==> src/rtl/core/murhb_pkg.sv <==
`timescale 1ns / 1ps
package murhb_pkg;

   localparam int HASH_W     = 32;
   localparam int LEN_W      = 16;
   localparam int NBYTES_W   = 3;
   localparam int COUNT_W    = 16;
   localparam int BUCKET_W   = 17;
   localparam int CSR_ADDR_W = 4;
   localparam int CSR_DATA_W = 32;

   localparam logic [HASH_W-1:0] MIX_MUL     = 32'h5bd1_e995;
   localparam int                MIX_SHIFT   = 24;
   localparam int                FIN_SHIFT_A = 13;
   localparam int                FIN_SHIFT_B = 15;

   // register index = paddr[3:2]
   localparam logic [1:0] CSR_HASH_SEED     = 2'd0;
   localparam logic [1:0] CSR_SERVER_COUNT  = 2'd1;
   localparam logic [1:0] CSR_BUCKET_OFFSET = 2'd2;

   localparam logic [HASH_W-1:0]  SEED_RESET   = 32'd7;
   localparam logic [COUNT_W-1:0] COUNT_RESET  = 16'd1;
   localparam logic [COUNT_W-1:0] OFFSET_RESET = 16'd0;

   typedef struct packed {
      logic [HASH_W-1:0]   key_word;
      logic [NBYTES_W-1:0] valid_bytes;
      logic                first_word;
      logic                last_word;
      logic [LEN_W-1:0]    key_length;
   } req_type;

   typedef struct packed {
      logic [HASH_W-1:0]   hash_value;
      logic [BUCKET_W-1:0] bucket;
      logic                bad_count;
   } rsp_type;

   typedef struct packed {
      logic [HASH_W-1:0]  hash_seed;
      logic [COUNT_W-1:0] server_count;
      logic [COUNT_W-1:0] bucket_offset;
   } cfg_type;

   typedef struct packed {
      logic full;
      logic empty;
   } q_status_type;

   // low bytes kept by a short tail word
   function automatic logic [HASH_W-1:0] tail_mask(input logic [NBYTES_W-1:0] nbytes);
      logic [HASH_W-1:0] mask;
      case (nbytes)
         3'd1: mask = 32'h0000_00ff;
         3'd2: mask = 32'h0000_ffff;
         3'd3: mask = 32'h00ff_ffff;
         default: mask = 32'hffff_ffff;
      endcase
      return mask;
   endfunction

endpackage

==> src/rtl/core/murhb_front.sv <==
`timescale 1ns / 1ps
module murhb_front import murhb_pkg::*; (
   input  logic              clock,
   input  logic              reset,
   input  logic              req_valid,
   output logic              req_stall,
   input  req_type           req_data,
   input  cfg_type           cfg,
   input  q_status_type      q_stat,
   output logic              q_push,
   output logic [HASH_W-1:0] q_data
);

   typedef enum logic [2:0] {
      ST_IDLE,
      ST_KMUL,
      ST_KMIX,
      ST_HMIX,
      ST_TAIL,
      ST_PUSH
   } state_type;

   state_type           state_ff;
   logic [HASH_W-1:0]   h_ff;
   logic [HASH_W-1:0]   k_ff;
   logic [NBYTES_W-1:0] nb_ff;
   logic                last_ff;

   logic [HASH_W-1:0]   mul_a;
   logic [HASH_W-1:0]   product;
   logic [HASH_W-1:0]   h_start;
   logic                accept;

   assign req_stall = (state_ff != ST_IDLE);
   assign accept    = req_valid && (state_ff == ST_IDLE);
   assign q_push    = (state_ff == ST_PUSH) && !q_stat.full;
   assign q_data    = h_ff;

   assign h_start = req_data.first_word ?
                    (cfg.hash_seed ^ {{(HASH_W-LEN_W){1'b0}}, req_data.key_length}) : h_ff;

   // one shared constant multiplier
   always_comb begin
      case (state_ff)
         ST_KMUL: mul_a = k_ff;
         ST_KMIX: mul_a = k_ff ^ (k_ff >> MIX_SHIFT);
         ST_HMIX: mul_a = h_ff;
         ST_TAIL: mul_a = h_ff ^ (k_ff & tail_mask(nb_ff));
         default: mul_a = h_ff;
      endcase
   end

   assign product = mul_a * MIX_MUL;

   always_ff @(posedge clock) begin
      if (reset) begin
         state_ff <= ST_IDLE;
         h_ff     <= '0;
         last_ff  <= 1'b0;
      end else begin
         case (state_ff)
            ST_IDLE: begin
               if (accept) begin
                  h_ff    <= h_start;
                  k_ff    <= req_data.key_word;
                  nb_ff   <= req_data.valid_bytes;
                  last_ff <= req_data.last_word;
                  if (req_data.valid_bytes >= 3'd4)
                     state_ff <= ST_KMUL;
                  else if (req_data.valid_bytes != 3'd0)
                     state_ff <= ST_TAIL;
                  else if (req_data.last_word)
                     state_ff <= ST_PUSH;
               end
            end
            ST_KMUL: begin
               k_ff     <= product;
               state_ff <= ST_KMIX;
            end
            ST_KMIX: begin
               k_ff     <= product;
               state_ff <= ST_HMIX;
            end
            ST_HMIX: begin
               h_ff     <= product ^ k_ff;
               state_ff <= last_ff ? ST_PUSH : ST_IDLE;
            end
            ST_TAIL: begin
               h_ff     <= product;
               state_ff <= last_ff ? ST_PUSH : ST_IDLE;
            end
            ST_PUSH: begin
               if (!q_stat.full)
                  state_ff <= ST_IDLE;
            end
            default: state_ff <= ST_IDLE;
         endcase
      end
   end

endmodule

==> src/rtl/core/murhb_fifo.sv <==
`timescale 1ns / 1ps
module murhb_fifo import murhb_pkg::*; #(
   parameter int DEPTH = 2
) (
   input  logic              clock,
   input  logic              reset,
   input  logic              push,
   input  logic [HASH_W-1:0] push_data,
   input  logic              pop,
   output logic [HASH_W-1:0] pop_data,
   output q_status_type      stat
);

   localparam int AW = (DEPTH > 1) ? $clog2(DEPTH) : 1;
   localparam int CW = $clog2(DEPTH + 1);

   logic [HASH_W-1:0] mem_ff [DEPTH];
   logic [AW-1:0]     wr_ptr_ff;
   logic [AW-1:0]     rd_ptr_ff;
   logic [CW-1:0]     count_ff;
   logic [CW-1:0]     count_in;

   assign stat.full  = (count_ff == CW'(DEPTH));
   assign stat.empty = (count_ff == '0);
   assign pop_data   = mem_ff[rd_ptr_ff];

   always_comb begin
      count_in = count_ff;
      if (push && !pop)
         count_in = count_ff + 1'b1;
      else if (pop && !push)
         count_in = count_ff - 1'b1;
   end

   always_ff @(posedge clock) begin
      if (push)
         mem_ff[wr_ptr_ff] <= push_data;
   end

   always_ff @(posedge clock) begin
      if (reset) begin
         wr_ptr_ff <= '0;
         rd_ptr_ff <= '0;
         count_ff  <= '0;
      end else begin
         count_ff <= count_in;
         if (push)
            wr_ptr_ff <= (wr_ptr_ff == AW'(DEPTH - 1)) ? '0 : wr_ptr_ff + 1'b1;
         if (pop)
            rd_ptr_ff <= (rd_ptr_ff == AW'(DEPTH - 1)) ? '0 : rd_ptr_ff + 1'b1;
      end
   end

endmodule

==> src/rtl/core/murhb_bucket.sv <==
`timescale 1ns / 1ps
module murhb_bucket import murhb_pkg::*; (
   input  logic              clock,
   input  logic              reset,
   input  cfg_type           cfg,
   input  q_status_type      q_stat,
   input  logic [HASH_W-1:0] q_data,
   output logic              q_pop,
   output logic              rsp_valid,
   input  logic              rsp_stall,
   output rsp_type           rsp_data
);

   localparam int CNT_W = $clog2(HASH_W);

   typedef enum logic [2:0] {
      ST_IDLE,
      ST_FMUL,
      ST_FXOR,
      ST_DIV,
      ST_DONE
   } state_type;

   state_type          state_ff;
   logic [HASH_W-1:0]  h_ff;
   logic [HASH_W-1:0]  dvd_ff;
   logic [COUNT_W-1:0] rem_ff;
   logic [CNT_W-1:0]   cnt_ff;
   logic               rsp_valid_ff;
   rsp_type            rsp_data_ff;

   logic [HASH_W-1:0]  h_fxor;
   logic [COUNT_W:0]   shifted;
   logic [COUNT_W:0]   divisor;
   logic [COUNT_W-1:0] rem_next;
   logic               bad;
   logic               rsp_load;

   assign q_pop     = (state_ff == ST_IDLE) && !q_stat.empty;
   assign rsp_valid = rsp_valid_ff;
   assign rsp_data  = rsp_data_ff;

   assign bad      = (cfg.server_count == '0);
   assign h_fxor   = h_ff ^ (h_ff >> FIN_SHIFT_B);
   assign divisor  = {1'b0, cfg.server_count};
   assign shifted  = {rem_ff, dvd_ff[HASH_W-1]};
   // output register free or draining this cycle
   assign rsp_load = (state_ff == ST_DONE) && (!rsp_valid_ff || !rsp_stall);

   // restoring remainder step, one dividend bit a cycle
   always_comb begin
      if (shifted >= divisor)
         rem_next = COUNT_W'(shifted - divisor);
      else
         rem_next = shifted[COUNT_W-1:0];
   end

   always_ff @(posedge clock) begin
      if (reset) begin
         state_ff     <= ST_IDLE;
         rsp_valid_ff <= 1'b0;
      end else begin
         if (rsp_load)
            rsp_valid_ff <= 1'b1;
         else if (rsp_valid_ff && !rsp_stall)
            rsp_valid_ff <= 1'b0;
         case (state_ff)
            ST_IDLE: begin
               if (!q_stat.empty) begin
                  h_ff     <= q_data ^ (q_data >> FIN_SHIFT_A);
                  state_ff <= ST_FMUL;
               end
            end
            ST_FMUL: begin
               h_ff     <= h_ff * MIX_MUL;
               state_ff <= ST_FXOR;
            end
            ST_FXOR: begin
               h_ff     <= h_fxor;
               dvd_ff   <= h_fxor;
               rem_ff   <= '0;
               cnt_ff   <= '1;
               state_ff <= bad ? ST_DONE : ST_DIV;
            end
            ST_DIV: begin
               rem_ff   <= rem_next;
               dvd_ff   <= dvd_ff << 1;
               cnt_ff   <= cnt_ff - 1'b1;
               if (cnt_ff == '0)
                  state_ff <= ST_DONE;
            end
            ST_DONE: begin
               if (rsp_load) begin
                  rsp_data_ff.hash_value <= h_ff;
                  rsp_data_ff.bucket     <= bad ? '0 :
                                            ({1'b0, rem_ff} + {1'b0, cfg.bucket_offset});
                  rsp_data_ff.bad_count  <= bad;
                  state_ff               <= ST_IDLE;
               end
            end
            default: state_ff <= ST_IDLE;
         endcase
      end
   end

endmodule

==> src/rtl/core/murmur2_hash_bucket_core.sv <==
`timescale 1ns / 1ps
// channel   ports                              moves
// --------  ---------------------------------  ------------------------------------
// request   req_valid / req_stall / req_data   one key word per transaction
// response  rsp_valid / rsp_stall / rsp_data   hash, bucket, bad_count per key
// config    psel penable pwrite paddr pwdata   seed, server count, bucket offset
//
// a full word takes accept plus three passes of its one multiplier in the front end,
// a tail word accept and one pass, an empty word accept alone; a last word adds a
// step to hand the hash to the queue
// the back end finalizes each key (xor-shift, multiply, xor-shift) and runs a 32-step
// restoring divider for the modulo, skipping the divider when the server count is zero
// synchronous active-high reset; registers return to seed 7, count 1, offset 0
// req_stall is high while a word is mixing or a finished hash waits to enter the queue;
// a stalled response holds in the output register while the back end works ahead
module murmur2_hash_bucket_core import murhb_pkg::*; #(
   parameter int FIFO_DEPTH = 2
) (
   input  logic                  clock,
   input  logic                  reset,
   // request channel
   input  logic                  req_valid,
   output logic                  req_stall,
   input  req_type               req_data,
   // response channel
   output logic                  rsp_valid,
   input  logic                  rsp_stall,
   output rsp_type               rsp_data,
   // register port
   input  logic                  psel,
   input  logic                  penable,
   input  logic                  pwrite,
   input  logic [CSR_ADDR_W-1:0] paddr,
   input  logic [CSR_DATA_W-1:0] pwdata,
   output logic [CSR_DATA_W-1:0] prdata,
   output logic                  pready
);

   // configuration registers
   logic [HASH_W-1:0]  hash_seed_ff;
   logic [COUNT_W-1:0] server_count_ff;
   logic [COUNT_W-1:0] bucket_offset_ff;
   logic [1:0]         csr_index;
   logic               csr_write;
   cfg_type            cfg;

   // queue between front and back end
   q_status_type       q_stat;
   logic               q_push;
   logic               q_pop;
   logic [HASH_W-1:0]  q_push_data;
   logic [HASH_W-1:0]  q_pop_data;

   assign pready    = 1'b1;
   assign csr_index = paddr[3:2];
   assign csr_write = psel && penable && pwrite;

   always_ff @(posedge clock) begin
      if (reset) begin
         hash_seed_ff     <= SEED_RESET;
         server_count_ff  <= COUNT_RESET;
         bucket_offset_ff <= OFFSET_RESET;
      end else if (csr_write) begin
         case (csr_index)
            CSR_HASH_SEED:     hash_seed_ff     <= pwdata;
            CSR_SERVER_COUNT:  server_count_ff  <= pwdata[COUNT_W-1:0];
            CSR_BUCKET_OFFSET: bucket_offset_ff <= pwdata[COUNT_W-1:0];
            default: ;
         endcase
      end
   end

   // register readback, unmapped index reads zero
   always_comb begin
      case (csr_index)
         CSR_HASH_SEED:     prdata = hash_seed_ff;
         CSR_SERVER_COUNT:  prdata = {{(CSR_DATA_W-COUNT_W){1'b0}}, server_count_ff};
         CSR_BUCKET_OFFSET: prdata = {{(CSR_DATA_W-COUNT_W){1'b0}}, bucket_offset_ff};
         default:           prdata = '0;
      endcase
   end

   assign cfg.hash_seed     = hash_seed_ff;
   assign cfg.server_count  = server_count_ff;
   assign cfg.bucket_offset = bucket_offset_ff;

   // front end: seeds and mixes each word into the running hash
   murhb_front u_front (
      .clock     (clock),
      .reset     (reset),
      .req_valid (req_valid),
      .req_stall (req_stall),
      .req_data  (req_data),
      .cfg       (cfg),
      .q_stat    (q_stat),
      .q_push    (q_push),
      .q_data    (q_push_data)
   );

   // unfinalized hashes of completed keys
   murhb_fifo #(
      .DEPTH (FIFO_DEPTH)
   ) u_fifo (
      .clock     (clock),
      .reset     (reset),
      .push      (q_push),
      .push_data (q_push_data),
      .pop       (q_pop),
      .pop_data  (q_pop_data),
      .stat      (q_stat)
   );

   // back end: finalize, modulo, offset, response register
   murhb_bucket u_bucket (
      .clock     (clock),
      .reset     (reset),
      .cfg       (cfg),
      .q_stat    (q_stat),
      .q_data    (q_pop_data),
      .q_pop     (q_pop),
      .rsp_valid (rsp_valid),
      .rsp_stall (rsp_stall),
      .rsp_data  (rsp_data)
   );

endmodule

==> config.mk <==
export PLATFORM = sky130hd
export DESIGN_NAME = murmur2_hash_bucket_core
export DESIGN_NICKNAME = d
export VERILOG_FILES = /design/src/rtl/core/murhb_pkg.sv /design/src/rtl/core/murhb_front.sv /design/src/rtl/core/murhb_fifo.sv /design/src/rtl/core/murhb_bucket.sv /design/src/rtl/core/murmur2_hash_bucket_core.sv
export SDC_FILE = /design/constraint.sdc
export NUM_CORES = 2
export LEC_CHECK = 0
export BUFFER_PORTS_ARGS = -buffer_cell sky130_fd_sc_hd__buf_2
export CORE_MARGIN = 2
export CORE_UTILIZATION = 50
export DETAILED_ROUTE_END_ITERATION = 8
export PLACE_DENSITY = 0.67
export SYNTH_ARGS = -nofsm -noshare
export SYNTH_HDL_FRONTEND = slang
export SYNTH_SLANG_ARGS = --single-unit
export TNS_END_PERCENT = 10
==> constraint.sdc <==
create_clock -name clock -period 11.25 [get_ports clock]
set_clock_uncertainty 0.15 [all_clocks]
set_input_delay 2.25 -clock clock [delete_from_list [all_inputs] [get_ports clock]]
set_output_delay 2.25 -clock clock [all_outputs]
set_load 0.1 [all_outputs]
==> flow_summary_export.csv <==
group,metric,value,unit
synthesis,postSynthAreaPerCell,9.73,um^2
synthesis,synthCells,3561,
worst_setup_path,slowest_delay,0.69,ns
clock_network,cts_resized,0,
floorplan,fp.dieW,267,um
worst_setup_path,critPathBufInv,7,
global_routing,grt_pass1_vias,25600,
clock_network,clock_insertion_delay_worst_skew,0.58,ns
clock_network,htreeDepth,2,
clock_network,cts-hold-fix-buffers,0,
cells_and_area,final_common_cell,"inv_1",
global_routing,grt_pass1_wl,147000,um
global_routing,grt_max_degree,61,
worst_setup_path,ff2ff_path_depth,30,
status,status,"finished, final reports clean",
floorplan,placementRows,96,
clock_network,post_cts_buffers,0,
synthesis,async_flop_share,0,%
worst_setup_path,worstPathRequired,11.52,ns
clock_network,clock-sinks,343,
synthesis,yosysSeqAreaShare,26.6,%
sta,rsz0062_at_grt,"no",
placed_design,gp_congestion,0.938,
floorplan,fp.dieH,267,um
placed_design,port_buffers,177,
sta,hold_slack,0.316,ns
sta,hold_viol_final,0,
sta,setup_ws,1.47,ns
synthesis,yosysTopAreaCell,"fa_1",
sta,worst_pin_slew,1.24,ns
floorplan,start_util,50.5,%
clock_network,cts-root-buf,"clkbuf_16",
detailed_routing,drt-initial-drc-count,1971,
worst_setup_path,cp-start-kind,"flip-flop",
synthesis,synth-edff-count,234,
job,maxCapViolCount,0,
detailed_routing,wl,95100,um
floorplan,io_pins,181,
sta,slew_headroom,17.3,%
synthesis,synthFlopType,"edfxtp_1",
sta,final_max_slew_viol_count,0,
cells_and_area,fin_cells,4701,
synthesis,ys_ff_latch,343,
synthesis,synth.cell_area,0.0347,mm^2
clock_network,tritoncts,"built",
synthesis,yosys-top-cells-area,"fa_1, edfxtp_1, ha_1, inv_1, dfxtp_1",
detailed_routing,route.detailed.drc,0,
sta,setup_viol,0,
worst_setup_path,crit_type,"reg2reg",
clock_network,clockBufferDepth,3,
placed_design,hpwl,74500,um
sta,post-route-min-period,9.78,ns
synthesis,synth.distinct_cells,72,
worst_setup_path,endpoint_kind,"flip-flop",
global_routing,antenna_found_initial,4,
placed_design,place_ws,1.58,ns
cells_and_area,fillers,6140,
cells_and_area,syn2layout_area_growth,10.1,%
cells_and_area,final_nets,4663,
floorplan,core_area,0.0686,mm^2
cells_and_area,drive_gt1_share,8.97,%
worst_setup_path,cp_slowest_cell,"or3b_1",
synthesis,synth.top_cell.area_share,21.0,%
synthesis,yosysWarnings,0,
sta,period_share,86.9,%
detailed_routing,via_per_inst,5.44,
sta,finalSetupTns,0,ns
sta,fmax,0.102,GHz
min_path,min_path_cells,2,
global_routing,grt.overflow.total,0,
worst_setup_path,critPathTopFamily,"adder cells",
worst_setup_path,arrival,10.05,ns
clock_network,cts-buffers-inserted,38,
min_path,hold_path.class,"reg2reg",
floorplan,die_area,0.0714,mm^2
cells_and_area,layout_common_cells,"inv_1, ha_1, fa_1",
global_routing,grtUsageTotal,27.3,%
synthesis,syn-num-nets,4486,
worst_setup_path,crit_fanout,21,
worst_setup_path,worstSetupPathDepth,30,
detailed_routing,post_drt_wl_per_cell,20.2,um
placed_design,dpl.cell_count,4629,
detailed_routing,ant_nets,0,
clock_network,path_clk_slew,0.06,ns
detailed_routing,vias,25600,
detailed_routing,firstDrtPassIters,6,
[cell usage after synthesis (11+ instances only)]
library cell    n
and2_1         22
nand3_1        46
nor3_1         41
a21oi_1       178
inv_1         698
a31oi_1        11
o221ai_1       16
o211ai_1       25
clkbuf_1       92
nand2_1       347
ha_1          466
xnor2_1       130
nor2_1        171
a311oi_1       30
edfxtp_1      234
dfxtp_1       109
and3_1         14
o21bai_1       13
nand3b_1       13
a21o_1         21
o21a_1         17
fa_1          363
a211oi_1       25
nor2b_1        22
o21ai_0       152
nand2b_1       37
xor2_1         83
mux2i_1        38
[cell type report]
class	instances	area, um^2	area share, %
clock inverters	19	229	0.600
diodes	3	7.51	0.0197
clock buffers	50	1050	2.74
multi-input cells	2415	22500	59.0
inverters	698	2620	6.87
repair buffers	242	1380	3.61
well taps	931	1160	3.05
flip-flops and latches	343	9210	24.1
[cell families after synthesis]
logic type / after synthesis / share of synthesized area (%)
AOI/OAI and AO/OA: 569 / 10.3
xor gates and xnor gates: 216 / 5.58
adders and majority gates: 830 / 37.8
buffers and inverters: 803 / 8.76
DFF: 343 / 26.6
muxes: 38 / 1.10
other: 1 / 0.0108
and+or+nand+nor: 761 / 9.84
[metal layers]
metal,share of wire [%],vias up,track usage [%]
met5,0.014,-,0
met1,42,12400,36.1
met4,4.8,2,11.9
li1,-,12100,-
met2,47,905,44.7
met3,6.8,205,4.17
[worst register-to-register path, delay by kind of cell (launching register included)]
| family | cells | cell delay (ns) |
|---|---|---|
| flip-flops | 1 | 0.46 |
| adder cells (fa/ha/maj) | 9 | 3.87 |
| multiplexers | 1 | 0.25 |
| AND/OR/NAND/NOR | 1 | 0.70 |
| buffers and inverters | 7 | 0.60 |
| AO/OA/AOI/OAI | 11 | 3.16 |
| XOR/XNOR | 1 | 0.44 |
[flip-flops by register name, summed over array words and instances (netlist names), named ones only]
| register | cells |
|---|---|
| u_fifo.mem_ff | 64 |
| u_bucket.rsp_data | 50 |
| hash_seed_ff | 32 |
| u_bucket.dvd_ff | 32 |
| u_bucket.h_ff | 32 |
| u_front.k_ff | 32 |
| u_front.q_data | 32 |
| bucket_offset_ff | 16 |
| server_count_ff | 16 |
| u_bucket.rem_ff | 16 |
| u_bucket.cnt_ff | 5 |
| u_bucket.state_ff | 3 |
| u_front.nb_ff | 3 |
| u_front.state_ff | 3 |
| u_fifo.count_ff | 2 |
| u_bucket.rsp_valid | 1 |
| u_fifo.rd_ptr_ff | 1 |
| u_fifo.wr_ptr_ff | 1 |
| u_front.last_ff | 1 |
[through the flow]
| step | area [um^2] | utilization (%) |
|---|---|---|
| after CTS | 38200 | 55.6 |
| after detailed placement | 36900 | 53.8 |
| after global routing | 38200 | 55.6 |
| final | 38200 | 55.6 |
| after floorplan | 34700 | - |
| after global placement | 36900 | 53.8 |
[final timing paths]
kind / from / slack, ns / endpoint
hold reg to reg: hash_seed_ff[24] / 0.32 / hash_seed_ff[24]
hold / removal: hash_seed_ff[24] / 0.32 / hash_seed_ff[24]
setup / recovery: u_front.state_ff[1] / 1.47 / u_front.q_data[30]
setup reg to reg: u_front.state_ff[1] / 1.47 / u_front.q_data[30]
Power is left out: the tool's default activity adds up to more than one toggle a clock period on the data nets, which glitch-free logic cannot reach.
